## config.mk

```make
export PLATFORM = sky130hd
export DESIGN_NAME = infix_to_postfix_converter_flat
export DESIGN_NICKNAME = d
export VERILOG_FILES = /design/src/hdl/i2p_pkg.sv /design/src/hdl/i2p_if.sv /design/src/hdl/infix_to_postfix_converter.sv /design/src/flat_wrapper.sv
export SDC_FILE = /design/constraint.sdc
export NUM_CORES = 1
export LEC_CHECK = 0
export BUFFER_PORTS_ARGS = -buffer_cell sky130_fd_sc_hd__buf_2
export CORE_MARGIN = 2
export CORE_UTILIZATION = 40
export DETAILED_ROUTE_END_ITERATION = 10
export HOLD_SLACK_MARGIN = 0.02
export PLACE_DENSITY_LB_ADDON = 0.1
export REMOVE_ABC_BUFFERS = 1
export SYNTH_ARGS = -nofsm -noshare
export SYNTH_HDL_FRONTEND = slang
export SYNTH_SLANG_ARGS = --single-unit
```

## constraint.sdc

```tcl
create_clock -name i_clk -period 5.9 [get_ports i_clk]
set_input_delay 0.59 -clock i_clk [delete_from_list [all_inputs] [get_ports i_clk]]
set_output_delay 0.59 -clock i_clk [all_outputs]
set_load 0.02 [all_outputs]
```

## src/hdl/i2p_pkg.sv

```systemverilog
// Shared types, character codes and operator tables for the infix-to-postfix converter.
// No dependencies.
package i2p_pkg;

    typedef enum logic [2:0] {
        S_IDLE,
        S_CHAR,
        S_CONV,
        S_LAST,
        S_FLUSH,
        S_DONE
    } t_state;

    typedef enum logic [2:0] {
        OP_NONE = 3'd0,
        OP_EQ   = 3'd1,
        OP_ADD  = 3'd2,
        OP_SUB  = 3'd3,
        OP_MUL  = 3'd4,
        OP_DIV  = 3'd5,
        OP_LP   = 3'd6
    } t_op;

    typedef enum logic [2:0] {
        ST_OK           = 3'd0,
        ST_MULTI_EQ     = 3'd1,
        ST_BAD_CHAR     = 3'd2,
        ST_UNMATCHED_R  = 3'd3,
        ST_UNMATCHED_L  = 3'd4,
        ST_NO_EQ        = 3'd5,
        ST_NOT_EQUALITY = 3'd6,
        ST_OVERFLOW     = 3'd7
    } t_status;

    typedef struct packed {
        logic [7:0] out_char;
        logic       token_end;
        logic       is_status;
        t_status    status_code;
    } t_result;

    localparam logic [7:0] CH_TAB    = 8'h09;
    localparam logic [7:0] CH_SPACE  = 8'h20;
    localparam logic [7:0] CH_DOLLAR = 8'h24;
    localparam logic [7:0] CH_LPAREN = 8'h28;
    localparam logic [7:0] CH_RPAREN = 8'h29;
    localparam logic [7:0] CH_MUL    = 8'h2A;
    localparam logic [7:0] CH_ADD    = 8'h2B;
    localparam logic [7:0] CH_SUB    = 8'h2D;
    localparam logic [7:0] CH_DOT    = 8'h2E;
    localparam logic [7:0] CH_DIV    = 8'h2F;
    localparam logic [7:0] CH_EQ     = 8'h3D;
    localparam logic [7:0] CH_UNDER  = 8'h5F;

    function automatic logic [7:0] op_char(input t_op op);
        logic [7:0] c;
        case (op)
            OP_EQ:   c = CH_EQ;
            OP_ADD:  c = CH_ADD;
            OP_SUB:  c = CH_SUB;
            OP_MUL:  c = CH_MUL;
            OP_DIV:  c = CH_DIV;
            OP_LP:   c = CH_LPAREN;
            default: c = 8'h00;
        endcase
        return c;
    endfunction

    function automatic logic [1:0] op_prec(input t_op op);
        logic [1:0] p;
        case (op)
            OP_ADD, OP_SUB: p = 2'd1;
            OP_MUL, OP_DIV: p = 2'd2;
            default:        p = 2'd0;
        endcase
        return p;
    endfunction

    function automatic t_op char_to_op(input logic [7:0] c);
        t_op op;
        case (c)
            CH_EQ:     op = OP_EQ;
            CH_ADD:    op = OP_ADD;
            CH_SUB:    op = OP_SUB;
            CH_MUL:    op = OP_MUL;
            CH_LPAREN: op = OP_LP;
            default:   op = OP_DIV;
        endcase
        return op;
    endfunction

    function automatic logic is_alnum(input logic [7:0] c);
        return (c >= 8'h30 && c <= 8'h39) || (c >= 8'h61 && c <= 8'h7A) ||
               (c >= 8'h41 && c <= 8'h5A);
    endfunction

    function automatic t_result mk_token(input logic [7:0] c, input logic tend);
        t_result r;
        r.out_char    = c;
        r.token_end   = tend;
        r.is_status   = 1'b0;
        r.status_code = ST_OK;
        return r;
    endfunction

    function automatic t_result mk_status(input t_status code);
        t_result r;
        r.out_char    = 8'h00;
        r.token_end   = 1'b0;
        r.is_status   = 1'b1;
        r.status_code = code;
        return r;
    endfunction

endpackage

```

## src/hdl/i2p_if.sv

```systemverilog
// Valid/ready channel interfaces for the infix-to-postfix converter:
// character input channel and postfix result channel. No dependencies.
interface i2p_in_if;
    logic       valid;
    logic       ready;
    logic [7:0] ch;
    logic       last;

    modport source (output valid, output ch, output last, input ready);
    modport sink   (input valid, input ch, input last, output ready);
endinterface

interface i2p_out_if;
    logic       valid;
    logic       ready;
    logic [7:0] out_char;
    logic       token_end;
    logic       is_status;
    logic [2:0] status_code;
    logic       last_of_run;

    modport source (output valid, output out_char, output token_end, output is_status,
                    output status_code, output last_of_run, input ready);
    modport sink   (input valid, input out_char, input token_end, input is_status,
                    input status_code, input last_of_run, output ready);
endinterface

```

## src/hdl/infix_to_postfix_converter.sv

```systemverilog
// Shunting-yard converter: infix characters in, postfix characters and a status out.
// Sequencer over one operator stack memory with a registered top; uses i2p_pkg, i2p_if.
// Sequence: a character with no stack work passes S_CHAR, S_LAST and S_DONE, then S_IDLE,
//   the only state that takes a character; an operator also passes S_CONV, popping in turn.
// The last character also passes S_FLUSH for each operator flushed and for the status beat.
// Results pass staging then output register; emits wait while both are full and stalled.
// Reset: synchronous, active low; clears control and expression state, not the stack memory.
module infix_to_postfix_converter #(
    parameter int STACK_DEPTH = 16
) (
    input  logic           i_clk,
    input  logic           i_rst_n,
    i2p_in_if.sink         i_in,
    i2p_out_if.source      o_res
);

    localparam int CntW = $clog2(STACK_DEPTH + 1);
    localparam int IdxW = $clog2(STACK_DEPTH);

    i2p_pkg::t_state  r_state, n_state;
    logic [7:0]       r_ch, n_ch;
    logic             r_last, n_last;
    logic [CntW-1:0]  r_count, n_count;
    logic             r_seen_eq, n_seen_eq;
    logic [7:0]       r_held_char, n_held_char;
    logic             r_held_v, n_held_v;
    logic             r_err, n_err;
    i2p_pkg::t_status r_err_code, n_err_code;
    logic             r_lee, n_lee;
    i2p_pkg::t_status r_serr, n_serr;
    i2p_pkg::t_op     r_top;
    i2p_pkg::t_op     r_stack [STACK_DEPTH];

    logic             r_stg_v;
    i2p_pkg::t_result r_stg;
    logic             r_o_v;
    i2p_pkg::t_result r_o;
    logic             r_o_lol;

    logic             in_fire, out_free, stg_free;
    logic             c_go, c_more, c_emit, c_fin, c_push, c_mv;
    i2p_pkg::t_result c_res;
    i2p_pkg::t_op     c_push_op;
    i2p_pkg::t_op     cur_op;
    logic             w_is_ws, w_is_op, w_is_lp, w_is_rp, w_alnum, w_idcont, w_idstart;
    logic             w_full, w_held_out, w_top_pop;
    logic [CntW-1:0]  w_rd_cnt;
    logic [IdxW-1:0]  w_rd_idx;

    assign i_in.ready = (r_state == i2p_pkg::S_IDLE);
    assign in_fire    = i_in.valid && i_in.ready;
    assign out_free   = !r_o_v || o_res.ready;
    assign stg_free   = !r_stg_v || out_free;

    assign w_is_ws   = (r_ch == i2p_pkg::CH_SPACE) || (r_ch == i2p_pkg::CH_TAB);
    assign w_is_op   = r_ch inside {i2p_pkg::CH_EQ, i2p_pkg::CH_ADD, i2p_pkg::CH_SUB,
                                    i2p_pkg::CH_MUL, i2p_pkg::CH_DIV, i2p_pkg::CH_LPAREN,
                                    i2p_pkg::CH_RPAREN};
    assign w_is_lp   = (r_ch == i2p_pkg::CH_LPAREN);
    assign w_is_rp   = (r_ch == i2p_pkg::CH_RPAREN);
    assign w_alnum   = i2p_pkg::is_alnum(r_ch);
    assign w_idcont  = w_alnum || (r_ch == i2p_pkg::CH_UNDER) || (r_ch == i2p_pkg::CH_DOT);
    assign w_idstart = w_alnum || (r_ch == i2p_pkg::CH_UNDER) || (r_ch == i2p_pkg::CH_DOLLAR);
    assign cur_op    = i2p_pkg::char_to_op(r_ch);

    assign w_full     = (r_count == CntW'(STACK_DEPTH));
    assign w_held_out = r_held_v && (r_serr == i2p_pkg::ST_OK);
    // Pop while the top binds at least as tight; a right paren pops down to its match.
    assign w_top_pop  = (r_count != '0) && (r_top != i2p_pkg::OP_LP) &&
                        (w_is_rp || (i2p_pkg::op_prec(r_top) >= i2p_pkg::op_prec(cur_op)));

    // Action and next-value decode per sequencer state
    always_comb begin
        n_ch        = r_ch;
        n_last      = r_last;
        n_count     = r_count;
        n_seen_eq   = r_seen_eq;
        n_held_char = r_held_char;
        n_held_v    = r_held_v;
        n_err       = r_err;
        n_err_code  = r_err_code;
        n_lee       = r_lee;
        n_serr      = r_serr;
        c_go        = 1'b0;
        c_more      = 1'b0;
        c_emit      = 1'b0;
        c_fin       = 1'b0;
        c_push      = 1'b0;
        c_push_op   = cur_op;
        c_res       = i2p_pkg::mk_token(r_held_char, 1'b1);
        case (r_state)
            i2p_pkg::S_IDLE: begin
                c_go   = in_fire;
                n_ch   = i_in.ch;
                n_last = i_in.last;
            end
            i2p_pkg::S_CHAR: begin
                if (r_err) begin
                    c_go = 1'b1;
                end else begin
                    if (w_is_ws) begin
                        c_emit   = w_held_out;
                        n_held_v = 1'b0;
                    end else if (w_is_op) begin
                        c_emit   = w_held_out;
                        n_held_v = 1'b0;
                        if (r_ch == i2p_pkg::CH_EQ && r_seen_eq) begin
                            n_err      = 1'b1;
                            n_err_code = i2p_pkg::ST_MULTI_EQ;
                        end else begin
                            if (r_ch == i2p_pkg::CH_EQ) begin
                                n_seen_eq = 1'b1;
                            end
                            c_more = (r_serr == i2p_pkg::ST_OK);
                        end
                    end else if (r_held_v && w_idcont) begin
                        c_emit      = (r_serr == i2p_pkg::ST_OK);
                        c_res       = i2p_pkg::mk_token(r_held_char, 1'b0);
                        n_held_char = r_ch;
                    end else if (w_idstart) begin
                        c_emit      = w_held_out;
                        n_held_char = r_ch;
                        n_held_v    = 1'b1;
                    end else begin
                        n_err      = 1'b1;
                        n_err_code = i2p_pkg::ST_BAD_CHAR;
                        n_held_v   = 1'b0;
                    end
                    c_go = !c_emit || stg_free;
                end
            end
            i2p_pkg::S_CONV: begin
                if (w_is_lp) begin
                    c_go      = 1'b1;
                    c_push_op = i2p_pkg::OP_LP;
                    if (w_full) begin
                        n_serr = i2p_pkg::ST_OVERFLOW;
                    end else begin
                        c_push = 1'b1;
                    end
                end else if (w_top_pop) begin
                    c_emit  = 1'b1;
                    c_res   = i2p_pkg::mk_token(i2p_pkg::op_char(r_top), 1'b1);
                    n_count = r_count - CntW'(1);
                    c_more  = 1'b1;
                    c_go    = stg_free;
                end else if (w_is_rp) begin
                    c_go = 1'b1;
                    if (r_count == '0) begin
                        n_serr = i2p_pkg::ST_UNMATCHED_R;
                    end else begin
                        n_count = r_count - CntW'(1);
                    end
                end else begin
                    c_go = 1'b1;
                    if (w_full) begin
                        n_serr = i2p_pkg::ST_OVERFLOW;
                    end else begin
                        c_push = 1'b1;
                    end
                end
            end
            i2p_pkg::S_LAST: begin
                if (r_last && !r_err && r_held_v) begin
                    c_emit   = w_held_out;
                    n_held_v = 1'b0;
                    c_go     = !c_emit || stg_free;
                end else begin
                    c_go = 1'b1;
                end
            end
            i2p_pkg::S_FLUSH: begin
                c_emit = 1'b1;
                c_go   = stg_free;
                if (r_err) begin
                    c_res = i2p_pkg::mk_status(r_err_code);
                end else if (!r_seen_eq) begin
                    c_res = i2p_pkg::mk_status(i2p_pkg::ST_NO_EQ);
                end else if (r_serr != i2p_pkg::ST_OK) begin
                    c_res = i2p_pkg::mk_status(r_serr);
                end else if (r_count != '0 && r_top == i2p_pkg::OP_LP) begin
                    c_res = i2p_pkg::mk_status(i2p_pkg::ST_UNMATCHED_L);
                end else if (r_count != '0) begin
                    c_res   = i2p_pkg::mk_token(i2p_pkg::op_char(r_top), 1'b1);
                    n_count = r_count - CntW'(1);
                    c_more  = 1'b1;
                end else if (r_lee) begin
                    c_res = i2p_pkg::mk_status(i2p_pkg::ST_OK);
                end else begin
                    c_res = i2p_pkg::mk_status(i2p_pkg::ST_NOT_EQUALITY);
                end
                if (!c_more) begin
                    // Status closes the expression: drop all per-expression state
                    n_count     = '0;
                    n_seen_eq   = 1'b0;
                    n_held_char = 8'h00;
                    n_held_v    = 1'b0;
                    n_err       = 1'b0;
                    n_err_code  = i2p_pkg::ST_OK;
                    n_serr      = i2p_pkg::ST_OK;
                end
            end
            i2p_pkg::S_DONE: begin
                c_go  = !r_stg_v || out_free;
                c_fin = r_stg_v;
            end
            default: begin
                c_go = 1'b1;
            end
        endcase
        if (c_push) begin
            n_count = r_count + CntW'(1);
        end
        if (c_emit) begin
            n_lee = c_res.is_status ? 1'b0 : (c_res.out_char == i2p_pkg::CH_EQ);
        end
    end

    // Next state
    always_comb begin
        n_state = r_state;
        case (r_state)
            i2p_pkg::S_IDLE:  if (c_go) n_state = i2p_pkg::S_CHAR;
            i2p_pkg::S_CHAR:  if (c_go) n_state = c_more ? i2p_pkg::S_CONV : i2p_pkg::S_LAST;
            i2p_pkg::S_CONV:  if (c_go) n_state = c_more ? i2p_pkg::S_CONV : i2p_pkg::S_LAST;
            i2p_pkg::S_LAST:  if (c_go) n_state = r_last ? i2p_pkg::S_FLUSH : i2p_pkg::S_DONE;
            i2p_pkg::S_FLUSH: if (c_go) n_state = c_more ? i2p_pkg::S_FLUSH : i2p_pkg::S_DONE;
            i2p_pkg::S_DONE:  if (c_go) n_state = i2p_pkg::S_IDLE;
            default:          n_state = i2p_pkg::S_IDLE;
        endcase
    end

    // Staged beat moves out on the next emit, or marked last when the item is done
    assign c_mv     = c_go && ((c_emit && r_stg_v) || c_fin);
    assign w_rd_cnt = n_count - CntW'(1);
    assign w_rd_idx = w_rd_cnt[IdxW-1:0];

    always_ff @(posedge i_clk) begin
        if (!i_rst_n) begin
            r_state    <= i2p_pkg::S_IDLE;
            r_count    <= '0;
            r_seen_eq  <= 1'b0;
            r_held_v   <= 1'b0;
            r_err      <= 1'b0;
            r_err_code <= i2p_pkg::ST_OK;
            r_lee      <= 1'b0;
            r_serr     <= i2p_pkg::ST_OK;
            r_stg_v    <= 1'b0;
            r_o_v      <= 1'b0;
        end else begin
            r_state <= n_state;
            if (c_go) begin
                r_count    <= n_count;
                r_seen_eq  <= n_seen_eq;
                r_held_v   <= n_held_v;
                r_err      <= n_err;
                r_err_code <= n_err_code;
                r_lee      <= n_lee;
                r_serr     <= n_serr;
            end
            if (c_go && c_emit) begin
                r_stg_v <= 1'b1;
            end else if (c_go && c_fin) begin
                r_stg_v <= 1'b0;
            end
            if (c_mv) begin
                r_o_v <= 1'b1;
            end else if (o_res.ready) begin
                r_o_v <= 1'b0;
            end
        end
    end

    always_ff @(posedge i_clk) begin
        if (c_go) begin
            r_ch        <= n_ch;
            r_last      <= n_last;
            r_held_char <= n_held_char;
        end
        if (c_go && c_emit) begin
            r_stg <= c_res;
        end
        if (c_mv) begin
            r_o     <= r_stg;
            r_o_lol <= c_fin;
        end
    end

    // Stack memory; the top is kept in a register, refreshed from the next count
    always_ff @(posedge i_clk) begin
        if (c_go && c_push) begin
            r_stack[r_count[IdxW-1:0]] <= c_push_op;
            r_top                      <= c_push_op;
        end else if (c_go) begin
            r_top <= r_stack[w_rd_idx];
        end
    end

    assign o_res.valid       = r_o_v;
    assign o_res.out_char    = r_o.out_char;
    assign o_res.token_end   = r_o.token_end;
    assign o_res.is_status   = r_o.is_status;
    assign o_res.status_code = r_o.status_code;
    assign o_res.last_of_run = r_o_lol;

endmodule

```

## src/flat_wrapper.sv

```systemverilog
// flat-port wrapper written by rule: the top's interface ports become plain ports
module infix_to_postfix_converter_flat 
#(
    parameter int STACK_DEPTH = 16
)
  (i_clk, i_rst_n, i_in_valid, i_in_ch, i_in_last, i_in_ready, o_res_valid, o_res_out_char, o_res_token_end, o_res_is_status, o_res_status_code, o_res_last_of_run, o_res_ready);
  i2p_in_if i_in_i ();
  i2p_out_if o_res_i ();
  input  logic i_clk;
  input  logic i_rst_n;
  input wire logic [$bits(i_in_i.valid)-1:0] i_in_valid;
  input wire logic [$bits(i_in_i.ch)-1:0] i_in_ch;
  input wire logic [$bits(i_in_i.last)-1:0] i_in_last;
  output wire logic [$bits(i_in_i.ready)-1:0] i_in_ready;
  output wire logic [$bits(o_res_i.valid)-1:0] o_res_valid;
  output wire logic [$bits(o_res_i.out_char)-1:0] o_res_out_char;
  output wire logic [$bits(o_res_i.token_end)-1:0] o_res_token_end;
  output wire logic [$bits(o_res_i.is_status)-1:0] o_res_is_status;
  output wire logic [$bits(o_res_i.status_code)-1:0] o_res_status_code;
  output wire logic [$bits(o_res_i.last_of_run)-1:0] o_res_last_of_run;
  input wire logic [$bits(o_res_i.ready)-1:0] o_res_ready;
  assign i_in_i.valid = i_in_valid;
  assign i_in_i.ch = i_in_ch;
  assign i_in_i.last = i_in_last;
  assign i_in_ready = i_in_i.ready;
  assign o_res_valid = o_res_i.valid;
  assign o_res_out_char = o_res_i.out_char;
  assign o_res_token_end = o_res_i.token_end;
  assign o_res_is_status = o_res_i.is_status;
  assign o_res_status_code = o_res_i.status_code;
  assign o_res_last_of_run = o_res_i.last_of_run;
  assign o_res_i.ready = o_res_ready;
  infix_to_postfix_converter #(.STACK_DEPTH(STACK_DEPTH)) u_core (.i_clk(i_clk), .i_rst_n(i_rst_n), .i_in(i_in_i), .o_res(o_res_i));
endmodule
```

Word-level counts from Yosys, hierarchy flattened
Memory sizes are Yosys's and may differ from the RTL's. A register that Yosys moved wholly into a read port is not among the register bits.
Index checks and enable logic that the tools add are counted.
W data, S select, Z words.
Word-level totals
  memories: 1
  memory bits (read-only): 0
  RAM bits: 48
  output and inout port bits: 16
  latch bits: 0
  register bits: 64
Cells by class
  multipliers: 0
  bitwise operators: 0
  muxes and demuxes: 122
  shift operators: 0
  order comparisons: 7
  div/mod/pow operators: 0
  equality and inequality tests: 50
  add/subtract/negate cells: 3
  reductions and logical operators: 61
Memory list
  u_core.r_stack: depth 16, width 3, rd ports 1, clocked after Yosys merged registers in 1, write ports 1, RTL line infix_to_postfix_converter.sv:32  | i2p_pkg::t_op r_stack [STACK_DEPTH];
Operators with widths (count)
  $mux W13: 7
  $eq A8 B6 Y1 const B: 11
  $mux W5: 15
  $mux W3: 20
  $mux W1: 58
  $mux W8: 6
  $pmux W13 S3: 1
  $pmux W6 S6: 1
  $pmux W3 S5: 2
  $eq A3 B3 Y1 const B: 7
  $eq A3 B2 Y1 const B: 6
  $logic_and A1 B1 Y1: 17
  $ge A8 B7 Y1 const B: 2
  $le A8 B7 Y1 const B: 2
  $pmux W8 S2: 1
  $reduce_and A8 Y1: 2
  $ne A2 B1 Y1 const B: 7
  $logic_or A1 B1 Y1: 12
  $ne A2 B2 Y1 const B: 6
  $pmux W3 S2: 2
  $reduce_or A2 Y1: 6
  $pmux W5 S2: 1
  $reduce_and A5 Y1: 2
  $reduce_bool A2 Y1: 5
  other kinds (30): 44

Longest topological paths before layout
Gate-level depths: netlist of run 1.
  depth in word-level cells: 19
  mapped depth: 22

Worst setup path after synthesis of run 1
Ideal clock, no wire load.
  kind: reg2reg
  start: register u_core.r_ch[3]
  end: register u_core.r_top[1], read port of u_core.r_stack, data pin
  setup time: 0.259 ns
  required time: 5.641 ns
  stages on the path, launching flop included: 20
  path slack: 1.178 ns
  arrival time: 4.463 ns
  path through: edfxtp_1 -> clkbuf_1 -> nand4bb_1 -> nor2_1 -> and3_1 -> ha_1 -> nand2b_1 -> a21oi_1 -> nor4b_4 -> nor4_4 -> a21oi_4 -> buf_2 -> ha_1 -> clkbuf_1 -> clkinv_1 -> mux4_2 -> mux2_2 -> a211oi_1 -> a311o_1 -> a211oi_2
On the way
  longest elaborated chain between the ends: 18
RTL lines
  from (decl): RTL line infix_to_postfix_converter.sv:21  | logic [7:0] r_ch, n_ch;
  from (signal assigned): RTL line infix_to_postfix_converter.sv:276  | r_ch <= n_ch;
  branches (longest 18 deep; another with $ge A2 B2 Y1)
  to (decl): RTL line infix_to_postfix_converter.sv:31  | i2p_pkg::t_op r_top;
Parallel ways; which one is timed is not known. The select of a mux whose other input is x is not followed.
A chain may end at the register's enable or synchronous reset.

Worst setup path after layout of run 1
  start: register u_core.r_ch[7]
  end: register u_core.r_top[2], read port of u_core.r_stack, data pin
Same word-level chain as after synthesis.

==> results of run 1 <==
## stage by stage
stage          area (sq um)  hold WS [ns]
2_1_floorplan          5847        0.4003
3_3_place_gp           6285        0.4048
3_5_place_dp           6285        0.4045
4_1_cts                6830        0.3424
5_1_grt                6830        0.3451
6_report               6830        0.3544
## area by class of cell
type	count	area (sq um)
inverter	16	60.06
clock inverter	11	88.84
tap	184	230.2
fill	1375	7704
sequential	114	3233
timing repair buffer	37	207.7
multi-input combinational	372	2554
clock buffer	20	456.7
## Yosys cell counts, drive strengths merged (4+ instances only)
cell type | count | area share
nand2 | 49 | 0.031
xnor2 | 4 | 0.0059
a21boi | 7 | 0.0094
o21a | 5 | 0.0063
nor4 | 5 | 0.0088
mux2i | 16 | 0.027
o22ai | 4 | 0.0042
a31oi | 6 | 0.0063
a21oi | 23 | 0.021
a211oi | 9 | 0.014
nor3 | 20 | 0.018
xor2 | 4 | 0.0071
o211ai | 5 | 0.0063
and2 | 16 | 0.017
nand2b | 10 | 0.010
nor2 | 54 | 0.034
nand3 | 8 | 0.0067
ha | 8 | 0.017
inv | 15 | 0.0094
dfxtp | 19 | 0.064
buf | 8 | 0.0075
and3 | 6 | 0.0063
edfxtp | 95 | 0.48
a22oi | 5 | 0.0086
o21ai | 25 | 0.021
mux4 | 6 | 0.024
clkbuf | 21 | 0.013
mux2 | 6 | 0.011
nor2b | 14 | 0.015
## worst max path at each step
stage               slack [ns]               to  depth (start not counted)
global route              0.03  u_core.r_top[2]                         18
detailed placement        0.56  u_core.r_top[2]                         18
floorplan                 1.31  u_core.r_top[2]                         18
global placement          0.70  u_core.r_top[2]                         18
CTS                       0.50  u_core.r_top[2]                         18
finish                    0.53  u_core.r_top[2]                         18
## state kept, by name (all words and copies together) (netlist names)
| register | cells |
|---|---|
| u_core.r_serr | 3 |
| u_core.r_stg | 13 |
| u_core.o_res.is_status | 1 |
| u_core.r_lee | 1 |
| u_core.r_last | 1 |
| u_core.r_err | 1 |
| u_core.r_ch | 8 |
| u_core.r_stack | 48 |
| u_core.o_res.last_of_run | 1 |
| u_core.o_res.out_char | 8 |
| u_core.o_res.status_code | 3 |
| u_core.r_stg_v | 1 |
| u_core.r_seen_eq | 1 |
| u_core.r_count | 5 |
| u_core.r_top | 3 |
| u_core.r_err_code | 2 |
| u_core.r_held_v | 1 |
| u_core.o_res.valid | 1 |
| u_core.r_state | 3 |
| u_core.r_held_char | 8 |
| u_core.o_res.token_end | 1 |
## cells by family (layout without fill, tap and decap cells)
| family | count (synthesis) | count (layout) |
|---|---|---|
| xor gates and xnor gates | 9 | 9 |
| buffers and inverters | 45 | 84 |
| adders and majority gates | 8 | 8 |
| DFF | 114 | 114 |
| AOI/OAI and AO/OA | 117 | 117 |
| and+or+nand+nor | 210 | 210 |
| muxes | 28 | 28 |
## layer usage
| metal | share of wire | routed length (microns) |
|---|---|---|
| met5 | 0 | 0 |
| met4 | 0.011 | 151 |
| met3 | 0.053 | 756 |
| met2 | 0.46 | 6479 |
| met1 | 0.48 | 6778 |
## power by group through the flow
stage                     clock (mW)  combinational, mW  sequential [mW]
final                          0.940               1.45             1.10
after CTS                      0.958               1.44             1.09
after global routing           0.990               1.60             1.11
after detailed placement           0               1.43             1.11
after floorplan                    0               1.07             1.10
after global placement             0               1.40             1.11
==> results.md, run 1 <==
- Number of placed I/O pins: 29
- Peak supply drop: 0.2824 mV
- Number of instances on the worst hold path: 1
- Run status: complete, no violations
- Total setup buffers inserted after CTS: 0
- Initial antenna violation count: 0
- Mapped Area: 5971 sq um
- Simple logic cell fraction of the synthesized area: 0.1930
- Number of placement rows: 44
- Worst Skew: 0.006495 ns
- Routability congestion estimate: 0.8919
- Worst min-delay path class: in2reg
- Worst Tran Pin Value: 0.7981 ns
- Clock insertion delay at the later pin of the skew report: 0.41 ns
- NetSw: roughly 1.3 mW
- Startpoint type of the worst setup path: flop
- Worst path cell trace: nand4bb_1 > nor2_1 > and3_1 > ha_1 > nand2b_1 > a21o_1 > a21boi_2 > nor4_4 > a21oi_4 > ha_1 > clkinv_1 > nand2_1 > or3_1 > o31ai_1 > o31a_1 > nor3_1 > a2111oi_0 > nor3_1
- Most used flip-flop cell after synthesis: sky130_fd_sc_hd__edfxtp_1
- Number of global-route vias before repair: 4,128
- Endpoint of the lowest-slack register-to-register path: u_core.r_top[2]
- Pin count of the biggest net entering global routing: 22
- Worst-path cell with the longest stage delay: sky130_fd_sc_hd__a21oi_4
- Clock net sink count: 114
- Global-route wire length before repair: 22,820 microns
- Signal arrival time at the worst endpoint: 5.51 ns
- Detailed-placement wirelength estimate: 9970 microns
- Count of non-filler cells in the finished layout: around 750
- Critical path buffer and inverter count: 1
- GR Layer Usage met3: 0.03738
- Met1 capacity usage during global routing: 0.2687
- Type of the worst setup path: reg2reg
- Count of vias placed by the detailed router: 4,269
- Cell count of the worst reg-to-reg path: 18
- Setup-violating endpoint count in the final report: 0
- WL/cell: 18.79 microns
- Share of cells above drive strength 1: 0.1719
- Crit Path Max Fanout: 17
- R2r setup slk: 0.53 ns
- Sequential share of power: 0.315
- Post-Route Setup TNS: 0 ns
- Min cycle time layout: 5.365 ns
- Clock tree root buffer cell: sky130_fd_sc_hd__clkbuf_16
- Start of the worst register-to-register path: u_core.r_ch[7]
- Design Power: 3.483 mW
- Number of buffers inserted during clock tree synthesis: 17
- Max-cap violation count: 0
- Count of antenna diodes in the layout: 0
- Crit. End Element: flop
- Ratio of routed vias to standard cells: 5.662
- Delay of the slowest cell on the worst path: 0.57 ns
- Clock transition at the registers of the reported paths: 0.05 ns
- Total Die Area: 15,920 sq um
- Number of buffers on the longest clock path: 2
- Final ANT Viol Nets: 0
- Launch point of the worst path: u_core.r_ch[7]
- Post-Place Cells: 723
- Die Y-Extent: 126.2 microns
- Synth Warn #: 0
- Number of buffers inserted for hold repair after clock tree synthesis: 0
- Flops & latches, synth: roughly 110
- Area grow syn2layout: 14.40%
- Adder-cell share of the synthesized area: 0.01676
- Portion of total power attributed to the clock network: 0.270
- Setup WS pre-CTS: between 0.5 and 0.6 ns
- Global route total overflow: 0
- Cells after Synth: 531
- RSZ-0062 raised after global routing: false
- Leading cell type in the layout, fill and taps excluded: sky130_fd_sc_hd__edfxtp_1
- Overall routed net length: 14,160 microns
- Start point of the worst hold path: i_in_ch[4]
- Worst slew slack as a fraction of its limit: 0.4680
- Part of the cycle the worst path needs: 0.9094
- Top Family by Delay on Critical Path: compound AO/OA/AOI/OAI gates
- PwrDens: approximately 500 nW/um^2
- Number of failing hold endpoints at the final stage: 0
- Horizontal die dimension: roughly 130 microns
- M2 GR Usage: 0.2818
- Largest family of logic cells by synthesized area: simple AND/OR/NAND/NOR gates
- Number of iterations in the first detailed-routing pass: 5
- Mux contribution to synthesized area: 0.06203
- Final Util: 0.4700
- Seq/Total Area, Yosys: 0.5415
- Most used routing layer in global routing: met2
- Parity-gate share of the synthesized area counting xor and xnor cells: 0.01676
- Max Clk Rate: 186.4 MHz
- Net Sw Frac: 0.3740
- Post-synth ARST share: 0
- Starting Density: 0.4108
- Hold Path Sink: u_core.r_ch[4]
- Data required time of the worst path: 6.05 ns
- Area of the core region: 14,530 sq um
- Area fraction in compound gates after synthesis: 0.1391
- Number of design rule violations left after detail routing: 0
- Gr usage total: 0.1846
- Number of max-slew violations in the final report: 0
- DRC marker count from the first detailed-route iteration: 404
- Comb power frac: 0.415
- Leakage power: approximately 2.5 nW
- Number of enable-type register cells in the synthesized netlist: 95
- Htree depth: 4
- Highest-count cells in the layout ignoring fill and taps: sky130_fd_sc_hd__edfxtp_1 (95), sky130_fd_sc_hd__nor2_1 (53), sky130_fd_sc_hd__nand2_1 (49)
- Clock tree from TritonCTS: built
- Distinct cell type count after synthesis: 84
- Total of buffers placed on input and output ports: 28
- Total Nets Final: between 500 and 600
- Internal cell power: 2.180 mW
- Avg Cell Area, Syn: 11.24 sq um
- Final worst-path setup slack: 0.5348 ns
- Number of cells upsized or downsized after cts: 0
(Power assumes the default switching activity.)
==> inputs of run 2 (changes only) <==
--- a/config.mk
+++ b/config.mk
@@ -5,7 +5,9 @@
 export SDC_FILE = /design/constraint.sdc
 export NUM_CORES = 1
 export LEC_CHECK = 0
-export BUFFER_PORTS_ARGS = -buffer_cell sky130_fd_sc_hd__buf_2
+export BUFFER_PORTS_ARGS = -buffer_cell sky130_fd_sc_hd__buf_4
+export CELL_PAD_IN_SITES_DETAIL_PLACEMENT = 1
+export CELL_PAD_IN_SITES_GLOBAL_PLACEMENT = 1
 export CORE_MARGIN = 2
 export CORE_UTILIZATION = 40
 export DETAILED_ROUTE_END_ITERATION = 10
==> results.md, run 2 (synthesis gave the netlist of run 1 again) <==
- Total Nets Final: 582 (+0.52%)
- Max Clk Rate: 189.2 MHz (+1.5%)
- Number of placed I/O pins: 29 (unchanged)
- Number of cells upsized or downsized after cts: 0 (unchanged)
- Top Family by Delay on Critical Path: compound AO/OA/AOI/OAI gates
- Clock transition at the registers of the reported paths: 0.06 ns (about the same)
- Setup-violating endpoint count in the final report: 0 (unchanged)
- Number of global-route vias before repair: 4,672 (+13%)
- Worst Tran Pin Value: 0.8793 ns (+0.08128 ns)
- Instance area after placement: 6381 sq um (+1.5%)
- Post-Route Setup TNS: 0 ns (unchanged)
- Critical path buffer and inverter count: 1 (unchanged)
- Clock tree root buffer cell: sky130_fd_sc_hd__clkbuf_16
- Peak supply drop: 0.2578 mV (-8.7%)
- Clock net sink count: 114 (unchanged)
- Met3 wire length: 413 microns (-45%)
- Leading cell type in the layout, fill and taps excluded: sky130_fd_sc_hd__edfxtp_1
- Net Sw Frac: 0.3832 (+0.009128)
- Total setup buffers inserted after CTS: 0 (unchanged)
- Area of the core region: 14,530 sq um (unchanged)
- Crit Path Max Fanout: 17 (unchanged)
- Number of failing hold endpoints at the final stage: 0 (unchanged)
- Post-Place Cells: 726 (+0.41%)
- Routed met1 length: 6512 microns (-3.9%)
- Worst path cell trace: nand4bb_1 > nor2_1 > and3_1 > ha_1 > nand2b_1 > a21o_1 > a21boi_2 > nor4_4 > a21oi_4 > ha_1 > clkinv_1 > nand2_1 > or3_1 > o31ai_1 > o31a_1 > nor3_1 > a2111oi_0 > nor3_1
- DRC marker count from the first detailed-route iteration: 235 (-42%)
- Crit. End Element: flop
- Startpoint type of the worst setup path: flop
- WL/cell: 20.87 microns (+11%)
- Min cycle time layout: 5.286 ns (-0.07941 ns)
- Routed met2 length: 8490 microns (+31%)
- Area grow syn2layout: 16.53%
- Number of design rule violations left after detail routing: 0 (unchanged)
- Non-Filler Cell Area, Final: 6958 sq um (+1.9%)
- Count of vias placed by the detailed router: 4,277 (+0.19%)
- Data required time of the worst path: 6.06 ns (about the same)
- Clock insertion delay at the later pin of the skew report: 0.42 ns (about the same)
- Number of buffers inserted for hold repair after clock tree synthesis: 0 (unchanged)
- Part of the cycle the worst path needs: 0.8959 (-0.01346)
- Delay of the slowest cell on the worst path: 0.55 ns (-0.02 ns)
- Setup WS pre-CTS: 0.6338 ns (+0.07850 ns)
- RSZ-0062 raised after global routing: false
- Total Die Area: 15,920 sq um (unchanged)
- Final ANT Viol Nets: 0 (unchanged)
- Number of flip-flops in the largest register: 48 (unchanged)
- Detailed-placement wirelength estimate: 11,560 microns (+16%)
- Number of buffers inserted during clock tree synthesis: 17 (unchanged)
- Global route total overflow: 0 (unchanged)
- Count of antenna diodes in the layout: 0 (unchanged)
- Worst min-delay path class: in2reg
- PwrDens: 510.5 nW/um^2 (+0.10%)
- Number of placement rows: 44 (unchanged)
- Routability congestion estimate: 0.8655 (-3.0%)
- Die Y-Extent: 126.2 microns (unchanged)
- Gr usage total: 0.2093 (+0.02472)
- Share of cells above drive strength 1: 0.1812 (+0.009255)
- Global-route wire length before repair: 25,340 microns (+11%)
- Final worst-path setup slack: 0.6142 ns (+0.07941 ns)
- Total of buffers placed on input and output ports: 28 (unchanged)
- Type of the worst setup path: reg2reg
- Initial antenna violation count: 0 (unchanged)
- Leakage power: 2.528 nW (+2.1%)
- Number of max-slew violations in the final report: 0 (unchanged)
- Clock tree from TritonCTS: built
- Pin count of the biggest net entering global routing: 21 (-4.5%)
- Sequential share of power: 0.306 (-0.009)
- Max-cap violation count: 0 (unchanged)
- Starting Density: 0.4108 (unchanged)
- Highest-count cells in the layout ignoring fill and taps: sky130_fd_sc_hd__edfxtp_1 (95), sky130_fd_sc_hd__nor2_1 (53), sky130_fd_sc_hd__nand2_1 (49)
- Number of iterations in the first detailed-routing pass: 4 (-1)
- Uppermost layer routed: met4
- Worst-path cell with the longest stage delay: sky130_fd_sc_hd__a21oi_4
- Comb power frac: 0.416 (about the same)
- Overall routed net length: 15,820 microns (+12%)
- Htree depth: 4 (unchanged)
- Final Util: 0.4787 (+0.008781)
- NetSw: 1.361 mW (+4.5%)
- Run status: complete, no violations
- Horizontal die dimension: 126.2 microns (unchanged)
- Worst slew slack as a fraction of its limit: 0.4134 (-0.05458)
- Number of buffers on the longest clock path: 2 (unchanged)
- Portion of total power attributed to the clock network: 0.279 (+0.009)
- Count of non-filler cells in the finished layout: 758 (+0.53%)
- Worst Skew: 0.01380 ns (+0.007300 ns)
- Ratio of routed vias to standard cells: 5.642 (-0.34%)
- Internal cell power: 2.191 mW (+0.49%)
- Signal arrival time at the worst endpoint: 5.45 ns (-0.06 ns)
## run 2: worst register-to-register path: cells and delay by family (launching register included)
kind | cells | cell delay [ns]
adder cells (fa/ha/maj) | 2 | 0.70
AO/OA/AOI/OAI | 6 | 1.88
buffers and inverters | 1 | 0.26
AND/OR/NAND/NOR | 9 | 1.75
flip-flops | 1 | 0.43
## run 2: metal layers
metal,vias up,global-route usage
li1,2044,-
met1,2132,0.2389
met2,75,0.3805
met3,26,0.04376
met4,0,0.08597
met5,-,0
## run 2: power by group through the flow
stage | Clock, mW | Combinational (mW) | Sequential [mW]
floorplan | 0 | 1.07 | 1.10
global placement | 0 | 1.45 | 1.09
detailed placement | 0 | 1.47 | 1.10
CTS | 1.01 | 1.49 | 1.08
global route | 1.04 | 1.62 | 1.10
finish | 0.990 | 1.48 | 1.09
## run 2: path summary, 6_finish.rpt
kind / startpoint / slack (ns) / depth (start not counted) / to
setup / recovery: u_core.r_ch[7] / 0.61 / 18 / u_core.r_top[2]
hold / removal: i_in_ch[4] / 0.34 / 1 / u_core.r_ch[4]
setup reg to reg: u_core.r_ch[7] / 0.61 / 18 / u_core.r_top[2]
hold reg to reg: u_core.r_stg[11] / 0.42 / 0 / u_core.o_res.out_char[6]
## run 2: stage by stage
step | hold WS [ns] | power [mW]
2_1_floorplan | 0.4003 | 2.164
3_3_place_gp | 0.4015 | 2.543
3_5_place_dp | 0.4063 | 2.574
4_1_cts | 0.3249 | 3.584
5_1_grt | 0.3248 | 3.761
6_report | 0.3399 | 3.552
## run 2: final cells by class
class	instances	area, sq um
Fill cell	1535	7576
Sequential cell	114	3233
Multi-Input combinational cell	372	2557
Clock buffer	17	425.4
Timing Repair Buffer	40	300.3
Tap cell	184	230.2
Clock inverter	15	151.4
Inverter	16	60.06
